File: src/rtl/mft_pkg.sv
`default_nettype none

package mft_pkg;

    typedef enum logic [1:0] {
        OP_FRAME  = 2'd0,
        OP_TICK   = 2'd1,
        OP_ENABLE = 2'd2,
        OP_STOP   = 2'd3
    } op_t;

    typedef enum logic [1:0] {
        CFG_ANGLE_COEF     = 2'd0,
        CFG_SPEED_SMOOTH   = 2'd1,
        CFG_CURRENT_SMOOTH = 2'd2,
        CFG_TIMEOUT_RELOAD = 2'd3
    } cfg_idx_t;

    localparam logic [15:0] RESET_ANGLE_COEF     = 16'd2880;
    localparam logic [16:0] RESET_SPEED_SMOOTH   = 17'd55706;
    localparam logic [16:0] RESET_CURRENT_SMOOTH = 17'd58982;
    localparam logic [7:0]  RESET_TIMEOUT        = 8'd2;

    localparam logic [16:0]        ONE_Q16        = 17'd65536;
    localparam logic signed [16:0] WRAP_THRESHOLD = 17'sd4096;
    localparam logic signed [24:0] DEG_PER_TURN   = 25'sd360;

    localparam logic [1:0] QUEUE_FULL = 2'd2;

    // one decoded command waiting for the back end
    typedef struct packed {
        op_t               op;
        logic [15:0]       ecd;
        logic signed [15:0] rpm;
        logic signed [15:0] cur;
        logic [7:0]        temp;
    } cmd_t;

    // state as seen right after a command has been applied
    typedef struct packed {
        logic [15:0]        position;
        logic signed [15:0] turns;
        logic signed [26:0] speed;
        logic signed [23:0] current;
        logic [7:0]         temp;
        logic               stopped;
    } snap_t;

    typedef struct packed {
        logic [15:0] angle_coef;
        logic [16:0] speed_smooth;
        logic [16:0] current_smooth;
        logic [7:0]  timeout_reload;
    } cfg_t;

endpackage

`default_nettype wire

File: src/rtl/mft_front.sv
`default_nettype none

module mft_front
    import mft_pkg::*;
(
    input  wire logic        aclk,
    input  wire logic        aresetn,
    input  wire logic        s_tvalid,
    output logic             s_tready,
    input  wire logic [63:0] s_tdata,
    input  wire logic [1:0]  s_tuser,
    output logic             head_valid,
    input  wire logic        head_ready,
    output cmd_t             head
);

    cmd_t        queue_reg [2];
    logic [1:0]  count_reg, count_next;
    logic        wr_ptr_reg, wr_ptr_next;
    logic        rd_ptr_reg, rd_ptr_next;
    cmd_t        decoded;
    logic        push, pop;

    // payload is big-endian: byte 0 sits in the top bits
    always_comb begin
        decoded.op   = op_t'(s_tuser);
        decoded.ecd  = s_tdata[63:48];
        decoded.rpm  = s_tdata[47:32];
        decoded.cur  = s_tdata[31:16];
        decoded.temp = s_tdata[15:8];
    end

    assign s_tready   = (count_reg != QUEUE_FULL);
    assign head_valid = (count_reg != 2'd0);
    assign head       = queue_reg[rd_ptr_reg];
    assign push       = s_tvalid && s_tready;
    assign pop        = head_valid && head_ready;

    always_comb begin
        wr_ptr_next = push ? wr_ptr_reg + 1'b1 : wr_ptr_reg;
        rd_ptr_next = pop  ? rd_ptr_reg + 1'b1 : rd_ptr_reg;
        count_next  = count_reg + {1'b0, push} - {1'b0, pop};
    end

    always_ff @(posedge aclk) begin
        if (!aresetn) begin
            count_reg  <= 2'd0;
            wr_ptr_reg <= 1'b0;
            rd_ptr_reg <= 1'b0;
        end else begin
            count_reg  <= count_next;
            wr_ptr_reg <= wr_ptr_next;
            rd_ptr_reg <= rd_ptr_next;
        end
    end

    always_ff @(posedge aclk) begin
        if (push) begin
            queue_reg[wr_ptr_reg] <= decoded;
        end
    end

endmodule

`default_nettype wire

File: src/rtl/mft_back.sv
`default_nettype none

module mft_back
    import mft_pkg::*;
(
    input  wire logic aclk,
    input  wire logic aresetn,
    input  cfg_t      cfg,
    input  wire logic head_valid,
    output logic      head_ready,
    input  cmd_t      head,
    output logic      snap_valid,
    input  wire logic snap_ready,
    output snap_t     snap
);

    logic [15:0]        position_reg, position_next;
    logic signed [15:0] turns_reg, turns_next;
    logic signed [27:0] speed_acc_reg, speed_acc_next;
    logic signed [24:0] current_acc_reg, current_acc_next;
    logic [7:0]         temp_reg, temp_next;
    logic [7:0]         timeout_reg, timeout_next;
    logic               stop_reg, stop_next;
    logic               snap_valid_reg, snap_valid_next;
    snap_t              snap_reg, snap_next;

    logic               pop;
    logic [16:0]        speed_coef, current_coef;
    logic signed [28:0] speed_sample, speed_diff;
    logic signed [46:0] speed_prod;
    logic signed [25:0] current_sample, current_diff;
    logic signed [43:0] current_prod;
    logic signed [16:0] delta;

    assign head_ready = !snap_valid_reg || snap_ready;
    assign pop        = head_valid && head_ready;

    // weights above one behave as one
    assign speed_coef   = cfg.speed_smooth[16]   ? ONE_Q16 : cfg.speed_smooth;
    assign current_coef = cfg.current_smooth[16] ? ONE_Q16 : cfg.current_smooth;

    // rpm * 6 * 256 = rpm * 1536
    assign speed_sample = ({{13{head.rpm[15]}}, head.rpm} <<< 10)
                        + ({{13{head.rpm[15]}}, head.rpm} <<< 9);
    assign speed_diff   = speed_sample - {speed_acc_reg[27], speed_acc_reg};
    assign speed_prod   = $signed({1'b0, speed_coef}) * speed_diff;

    assign current_sample = {{2{head.cur[15]}}, head.cur, 8'd0};
    assign current_diff   = current_sample - {current_acc_reg[24], current_acc_reg};
    assign current_prod   = $signed({1'b0, current_coef}) * current_diff;

    assign delta = $signed({1'b0, head.ecd}) - $signed({1'b0, position_reg});

    always_comb begin
        position_next    = position_reg;
        turns_next       = turns_reg;
        speed_acc_next   = speed_acc_reg;
        current_acc_next = current_acc_reg;
        temp_next        = temp_reg;
        timeout_next     = timeout_reg;
        stop_next        = stop_reg;

        if (pop) begin
            unique case (head.op)
                OP_FRAME: begin
                    position_next    = head.ecd;
                    temp_next        = head.temp;
                    timeout_next     = cfg.timeout_reload;
                    // arithmetic shift is the floor of the division by 65536
                    speed_acc_next   = speed_acc_reg + speed_prod[43:16];
                    current_acc_next = current_acc_reg + current_prod[40:16];
                    if (delta > WRAP_THRESHOLD) begin
                        turns_next = turns_reg - 16'sd1;
                    end else if (delta < -WRAP_THRESHOLD) begin
                        turns_next = turns_reg + 16'sd1;
                    end
                end
                OP_TICK: begin
                    if (timeout_reg != 8'd0) begin
                        timeout_next = timeout_reg - 8'd1;
                    end else begin
                        stop_next = 1'b1;
                    end
                end
                OP_ENABLE: begin
                    stop_next = 1'b0;
                end
                OP_STOP: begin
                    stop_next = 1'b1;
                end
                default: begin
                    stop_next = stop_reg;
                end
            endcase
        end

        snap_next.position = position_next;
        snap_next.turns    = turns_next;
        snap_next.speed    = speed_acc_next[26:0];
        snap_next.current  = current_acc_next[23:0];
        snap_next.temp     = temp_next;
        snap_next.stopped  = stop_next;

        snap_valid_next = head_ready ? head_valid : snap_valid_reg;
    end

    always_ff @(posedge aclk) begin
        if (!aresetn) begin
            position_reg    <= 16'd0;
            turns_reg       <= 16'sd0;
            speed_acc_reg   <= 28'sd0;
            current_acc_reg <= 25'sd0;
            temp_reg        <= 8'd0;
            timeout_reg     <= RESET_TIMEOUT;
            stop_reg        <= 1'b0;
            snap_valid_reg  <= 1'b0;
        end else begin
            position_reg    <= position_next;
            turns_reg       <= turns_next;
            speed_acc_reg   <= speed_acc_next;
            current_acc_reg <= current_acc_next;
            temp_reg        <= temp_next;
            timeout_reg     <= timeout_next;
            stop_reg        <= stop_next;
            snap_valid_reg  <= snap_valid_next;
        end
    end

    always_ff @(posedge aclk) begin
        if (pop) begin
            snap_reg <= snap_next;
        end
    end

    assign snap_valid = snap_valid_reg;
    assign snap       = snap_reg;

endmodule

`default_nettype wire

File: src/rtl/mft_result.sv
`default_nettype none

module mft_result
    import mft_pkg::*;
(
    input  wire logic         aclk,
    input  wire logic         aresetn,
    input  wire logic [15:0]  angle_coef,
    input  wire logic         snap_valid,
    output logic              snap_ready,
    input  snap_t             snap,
    output logic              m_tvalid,
    input  wire logic         m_tready,
    output logic [151:0]      m_tdata
);

    logic               m_tvalid_reg, m_tvalid_next;
    logic [151:0]       m_tdata_reg, m_tdata_next;
    logic [31:0]        single_angle;
    logic signed [24:0] turns_deg;
    logic [40:0]        multi_turn_angle;
    logic               load;

    assign snap_ready = !m_tvalid_reg || m_tready;
    assign load       = snap_valid && snap_ready;

    assign single_angle     = {16'd0, snap.position} * {16'd0, angle_coef};
    assign turns_deg        = {{9{snap.turns[15]}}, snap.turns} * DEG_PER_TURN;
    assign multi_turn_angle = {turns_deg, 16'd0} + {9'd0, single_angle};

    always_comb begin
        m_tdata_next = {3'd0, snap.stopped, snap.temp, snap.current, snap.speed,
                        multi_turn_angle, single_angle, snap.position};
        m_tvalid_next = snap_ready ? snap_valid : m_tvalid_reg;
    end

    always_ff @(posedge aclk) begin
        if (!aresetn) begin
            m_tvalid_reg <= 1'b0;
        end else begin
            m_tvalid_reg <= m_tvalid_next;
        end
    end

    always_ff @(posedge aclk) begin
        if (load) begin
            m_tdata_reg <= m_tdata_next;
        end
    end

    assign m_tvalid = m_tvalid_reg;
    assign m_tdata  = m_tdata_reg;

endmodule

`default_nettype wire

File: src/rtl/motor_feedback_tracker_top.sv
`default_nettype none

// channel   dir  handshake            payload
// s_        in   s_tvalid/s_tready    s_tuser operation, s_tdata frame_payload
// m_        out  m_tvalid/m_tready    m_tdata result fields
// cfg_      in   cfg_valid/cfg_ready  cfg_index, cfg_data
//
// one beat per cycle sustained in both directions while m_tready is high; a beat
// passes the queue, state update, angle multiply and output register to the result
// filter loops (subtract, 17x29 or 17x26 multiply, add) close in the update cycle
// aresetn is synchronous; registers return to their defaults, the state to zero
// with the timeout count at two; cfg_ready is always high
// a stalled m_tready fills the output register, the update stage and the two-entry
// queue in turn before s_tready drops

module motor_feedback_tracker_top
    import mft_pkg::*;
(
    input  wire logic         aclk,
    input  wire logic         aresetn,
    input  wire logic         s_tvalid,
    output logic              s_tready,
    input  wire logic [63:0]  s_tdata,   // frame_payload
    input  wire logic [1:0]   s_tuser,   // operation
    output logic              m_tvalid,
    input  wire logic         m_tready,
    // encoder_position, single_angle, multi_turn_angle, speed_filtered,
    // current_filtered, temperature, stopped, zero pad
    output logic [151:0]      m_tdata,
    input  wire logic         cfg_valid,
    output logic              cfg_ready,
    input  wire logic [1:0]   cfg_index,
    input  wire logic [16:0]  cfg_data
);

    cfg_t  cfg_reg;
    cmd_t  head;
    logic  head_valid, head_ready;
    snap_t snap;
    logic  snap_valid, snap_ready;

    assign cfg_ready = 1'b1;

    always_ff @(posedge aclk) begin
        if (!aresetn) begin
            cfg_reg.angle_coef     <= RESET_ANGLE_COEF;
            cfg_reg.speed_smooth   <= RESET_SPEED_SMOOTH;
            cfg_reg.current_smooth <= RESET_CURRENT_SMOOTH;
            cfg_reg.timeout_reload <= RESET_TIMEOUT;
        end else if (cfg_valid && cfg_ready) begin
            unique case (cfg_idx_t'(cfg_index))
                CFG_ANGLE_COEF:     cfg_reg.angle_coef     <= cfg_data[15:0];
                CFG_SPEED_SMOOTH:   cfg_reg.speed_smooth   <= cfg_data;
                CFG_CURRENT_SMOOTH: cfg_reg.current_smooth <= cfg_data;
                CFG_TIMEOUT_RELOAD: cfg_reg.timeout_reload <= cfg_data[7:0];
                default:            cfg_reg.angle_coef     <= cfg_reg.angle_coef;
            endcase
        end
    end

    mft_front u_front (
        .aclk       (aclk),
        .aresetn    (aresetn),
        .s_tvalid   (s_tvalid),
        .s_tready   (s_tready),
        .s_tdata    (s_tdata),
        .s_tuser    (s_tuser),
        .head_valid (head_valid),
        .head_ready (head_ready),
        .head       (head)
    );

    mft_back u_back (
        .aclk       (aclk),
        .aresetn    (aresetn),
        .cfg        (cfg_reg),
        .head_valid (head_valid),
        .head_ready (head_ready),
        .head       (head),
        .snap_valid (snap_valid),
        .snap_ready (snap_ready),
        .snap       (snap)
    );

    mft_result u_result (
        .aclk       (aclk),
        .aresetn    (aresetn),
        .angle_coef (cfg_reg.angle_coef),
        .snap_valid (snap_valid),
        .snap_ready (snap_ready),
        .snap       (snap),
        .m_tvalid   (m_tvalid),
        .m_tready   (m_tready),
        .m_tdata    (m_tdata)
    );

    // a stop command always leaves the motor held
    a_stop_latches: assert property (@(posedge aclk) disable iff (!aresetn)
        (head_valid && head_ready && head.op == OP_STOP) |=> snap.stopped)
        else $error("stop command did not set stopped");

    // an enable command always releases it
    a_enable_clears: assert property (@(posedge aclk) disable iff (!aresetn)
        (head_valid && head_ready && head.op == OP_ENABLE) |=> !snap.stopped)
        else $error("enable command did not clear stopped");

    // a frame's encoder count shows up in the very next update
    a_frame_position: assert property (@(posedge aclk) disable iff (!aresetn)
        (head_valid && head_ready && head.op == OP_FRAME)
        |=> (snap_valid && snap.position == $past(head.ecd)))
        else $error("frame position not taken over");

    // non-frame commands leave the position alone
    a_hold_position: assert property (@(posedge aclk) disable iff (!aresetn)
        (head_valid && head_ready && head.op != OP_FRAME && snap_valid)
        |=> (snap.position == $past(snap.position)))
        else $error("position moved without a frame");

endmodule

`default_nettype wire
File: config.mk
export PLATFORM = sky130hd
export DESIGN_NAME = motor_feedback_tracker_top
export DESIGN_NICKNAME = d
export VERILOG_FILES = /design/src/rtl/mft_pkg.sv /design/src/rtl/mft_front.sv /design/src/rtl/mft_back.sv /design/src/rtl/mft_result.sv /design/src/rtl/motor_feedback_tracker_top.sv
export SDC_FILE = /design/constraint.sdc
export NUM_CORES = 2
export LEC_CHECK = 0
export BUFFER_PORTS_ARGS = -buffer_cell sky130_fd_sc_hd__buf_4
export CORE_UTILIZATION = 53
export DETAILED_ROUTE_END_ITERATION = 10
export PLACE_DENSITY = 0.73
export RECOVER_POWER = 25
export SLEW_MARGIN = 20
export SYNTH_ARGS = -nofsm -noshare
export SYNTH_HDL_FRONTEND = slang
export SYNTH_SLANG_ARGS = --single-unit
export TNS_END_PERCENT = 20
File: constraint.sdc
create_clock -name aclk -period 11.7 [get_ports aclk]
set_clock_uncertainty 0.1 [all_clocks]
set_input_delay 0.585 -clock aclk [delete_from_list [all_inputs] [get_ports aclk]]
set_output_delay 0.585 -clock aclk [all_outputs]
set_load 0.02 [all_outputs]
After elaboration in Yosys (flattened, before gate mapping)
Memory sizes are Yosys's and may differ from the RTL's. A register that Yosys moved wholly into a read port is not among the register bits.
Cells that the tools add are included.
W data, S select, Z words.

storage, ports and cells
  bits in registers = 407
  bits in writable memories = 116
  output and inout port bits = 155
  logic and storage cells = 95
  memories = 1

memory list
  memory             depth  bits a word  rd ports  clocked after Yosys merged registers in  write ports  line             source
  u_front.queue_reg  2      58           1         1                                        1            mft_front.sv:17  cmd_t queue_reg [2];

cells by class
  add/sub/neg operators = 14
  $mul = 4
  $lt $le $gt $ge = 2
  equality and inequality tests = 8
  muxes and demuxes = 23
  reduce and logical (&&, ||, !) cells = 18

operators with widths
  kind                     count
  $mux W16                 6
  $mux W27                 2
  $mux W24                 2
  $mul A18 B29 Y44         1
  $add A41 B32 Y41         1
  $mul A18 B26 Y41         1
  $mux W17                 2
  $mul A16 B16 Y32         1
  $sub A27 B28 Y29         1
  $add A28 B28 Y28         1
  $add A26 B25 Y27         1
  $sub A24 B25 Y26         1
  $add A25 B25 Y25         1
  $mul A25 B6 Y22 const B  1
  $mux W8                  3
  $gt A17 B14 Y1 const B   1
  $lt A17 B13 Y1 const B   1
  $sub A16 B16 Y17         1
  $add A16 B2 Y16 const B  1
  $pmux W8 S2              1
  $sub A16 B2 Y16 const B  1
  $reduce_and A2 Y1        5
  $eq A2 B2 Y1 const B     4
  $reduce_bool A8 Y1       1
  15 further kinds         28

Depth between registers and ports, before layout
  depth in word-level cells = 6
  gate-level depth with buffers = 52
  mapped depth without buffers = 48

By module
A second synthesis with hierarchy kept.

second synthesis, totals
  cell total of the unflattened synthesis = 6842
  area total of the unflattened synthesis = 65525.3 µm²

by module, submodules not included
  module                      times used  cells an instance  area each (µm²)  sequential area each (µm²)
  mft_back                    1           4907               43018.8          4824.6
  mft_result                  1           1494               15652.5          3923.8
  mft_front                   1           209                4523.1           3583.4
  motor_feedback_tracker_top  1           232                2331.0           1161.1

Worst setup path after synthesis
OpenSTA, ideal clock, no wires.

  kind = register to register
  from = register (tool-made name)
  to = register u_back.speed_acc_reg[27]
  library setup time = 70 ps
  arrival time = 12331 ps
  slack = -801 ps
  cell stages (with the launch flop) = 50
  path buffers = 5
  clock period less this slack = 12501 ps
  cell sequence = dfxtp_1 > clkbuf_1 > clkbuf_1 > buf_1 > clkbuf_1 > mux2i_1 > fa_1 > inv_1 > ha_1 > and3_1 > and3_1 > a211oi_1 > a31oi_4 > a31oi_1 > o21bai_1 > a21oi_1 > xor2_1 > clkbuf_1 > (+14 left out) > a221o_1 > a21o_1 > or3_1 > o211ai_1 > nand2b_1 > xor2_1 > ha_1 > and2_1 > a221o_1 > and2_1 > nor2_1 > o311ai_1 > a31oi_1 > o21a_1 > o21ai_0 > xnor2_1 > or3_1 > a21oi_1

RTL lines
  what                  line             source
  end signal, assigned  mft_back.sv:120  speed_acc_reg <= speed_acc_next;
  end, declared         mft_back.sv:19   logic signed [27:0] speed_acc_reg, speed_acc_next;

==> flow_metrics.py <==
metrics = {
    "global_route": {
        "antenna_found_initial": 7,
        "grt_pass1_vias": 49800,
        "grt_overflow": 0,
        "grt_usage": 0.284,
        "grt_pass1_wl_um": 270000,
        "grt_max_degree": 75,
    },
    "sta": {
        "relSlewSlack": 0.108,
        "fin_crit_ns": 11.40,
        "finalCritPeriodShare": 0.974,
        "setup-violations-final": 0,
        "drv_slew": 0,
        "fmax_mhz": 87.8,
        "hold_viol_final": 0,
        "worstMarginPinSlew_ns": 1.34,
        "rsz0062_at_grt": "yes",
        "finalSetupTns_ns": 0,
        "setup_ws_ns": 0.304,
    },
    "clock_network": {
        "htreeDepth": 2,
        "numCtsBuffers": 56,
        "ctsLongestPathBuffers": 3,
        "path_clk_slew_ns": 0.06,
        "insertion_delay_ns": 0.70,
        "root_buffer": "clkbuf_16",
        "clkSinkCount": 505,
        "cts_tree": "yes",
    },
    "synth": {
        "netlist_area_um2": 64000,
        "synth_edf_count": 338,
        "yosys_register_bits": 505,
        "yosysWarnings": 0,
        "ys_types": 94,
        "async_flop_share": 0,
        "yosysTopAreaCell": "fa_1",
        "synthTopCellsByArea": "fa_1 (35%), edfxtp_1 (16%), ha_1 (9.2%)",
        "yosysTopAreaCellShare": 0.346,
        "ys_seq_area_frac": 0.211,
        "ys.flop_type": "edfxtp_1",
        "syn_area_per_cell_um2": 9.58,
        "syn_inst": 6686,
    },
    "run_status": {
        "status": "complete, no violations",
    },
    "floorplan": {
        "die_y_um": 350,
        "rows": 127,
        "io_pins": 245,
        "core_um2": 120000,
        "design.die.area_um2": 122000,
        "die_w_um": 350,
        "initial_utilization": 0.535,
    },
    "route": {
        "wire_per_inst_um": 19.3,
        "via_per_inst": 5.38,
        "ant_nets": 0,
        "vias": 46900,
        "drc_errors": 0,
        "drt_iter0_drc": 3167,
        "dr.pass1.iters": 6,
        "wirelength_um": 168000,
    },
    "cells_and_area": {
        "drive_gt1_frac": 0.106,
        "stdcell_area_um2": 71900,
        "area_growth_pct": 12.3,
        "fin_nets": 8719,
        "largest_reg_flops": 130,
    },
    "worst_setup_path": {
        "critical_path.max_stage_delay_ns": 0.52,
        "cpMostUsedCell": "fa_1",
        "crit_arrival_ns": 11.84,
        "start_kind": "register",
        "critPathBufInv": 9,
        "crit_family": "adder cells",
        "critPathSlowestCell": "dfxtp_4",
        "worstSetupPathType": "reg -> reg",
        "worstPathMaxFanout": 6,
        "worstPathRequired_ns": 12.15,
        "endpoint_kind": "register",
    },
    "min_path": {
        "hold_class": "in -> reg",
    },
    "placed_design": {
        "dp_slack_ns": 0.255,
        "port_buffers": 232,
        "place.gp.congestion": 0.925,
        "placed_area_um2": 69000,
        "dp_hpwl_um": 132000,
    },
    "job": {
        "drv_cap": 0,
    },
}
-- cell usage after synthesis, types with 43 or more instances --
cell,number
clkbuf_1,231
edfxtp_1,338
nor3_1,45
o21a_1,43
nor2b_1,72
dfxtp_1,167
a21oi_1,193
nand2_1,958
a21o_1,56
fa_1,1106
ha_1,469
xor2_1,92
nor2_1,424
inv_1,1362
mux2_2,46
nand2b_1,44
xnor2_1,187
and2_1,296
o21ai_0,107
nand3_1,71
-- cell families after synthesis --
family	after synthesis	share of synthesized area
DFF	505	0.211
AOI/OAI and AO/OA	579	0.0578
and+or+nand+nor	2028	0.144
buffers and inverters	1631	0.0972
adders and majority gates	1575	0.437
xor gates and xnor gates	282	0.0391
other	2	0.000117
muxes	84	0.0140
-- repair_timing --
action                                  4_1_cts  5_1_grt
endpoints found under the setup margin        0       23
setup buffers                                 0       12
hold endpoints to repair                    108        0
hold buffers                                 54        0
resized for setup                             0       70
-- cells in the final DEF, fill, tap and decap left out, types with 166 or more instances in the layout --
| master | count |
|---|---|
| dfxtp_1 | 166 |
| nand2_1 | 956 |
| fa_1 | 1105 |
| xnor2_1 | 180 |
| nor2_1 | 418 |
| ha_1 | 464 |
| and2_1 | 294 |
| inv_1 | 1360 |
| a21oi_1 | 184 |
| buf_4 | 445 |
| edfxtp_1 | 338 |
-- area by class of cell --
| cell class | count | area (um2) |
|---|---|---|
| Fill cell | 10100 | 47900 |
| Sequential cell | 505 | 13500 |
| Tap cell | 1612 | 2020 |
| Antenna cell | 5 | 12.5 |
| Inverter | 1365 | 5130 |
| Clock inverter | 36 | 404 |
| Clock buffer | 70 | 1520 |
| Timing Repair Buffer | 574 | 4500 |
| Multi-Input combinational cell | 4552 | 44800 |
-- per-stage QoR --
step                       util  instances  hold slack (ns)
after CTS                 0.596       8700         0.000148
final                     0.600       8719           0.0756
after detailed placement  0.576       8540            0.305
after global routing      0.600       8716           0.0410
after floorplan               -       6688            0.300
after global placement    0.576       8539            0.301
-- metal layers --
metal | wire length (um) | track usage | vias to the layer above
met5 | 0 | 0 | -
met3 | 13800 | 0.0488 | 284
met1 | 69300 | 0.384 | 23600
li1 | - | - | 21200
met4 | 5040 | 0.0814 | 0
met2 | 80200 | 0.469 | 1741
-- worst paths after layout --
check / start / end / slack, ns / cells after the start
setup reg to reg: register / u_back.speed_acc_reg[27] / 0.30 / 47
hold reg to reg: u_back.snap[30] / u_result.m_tdata[137] / 0.31 / 0
setup / recovery: register / u_back.speed_acc_reg[27] / 0.30 / 47
hold / removal: s_tdata[43] / u_front.queue_reg[0][35] / 0.08 / 1
Power is not shown: default switching activity piles up to over one toggle a cycle in this logic, so the estimate is an artifact.
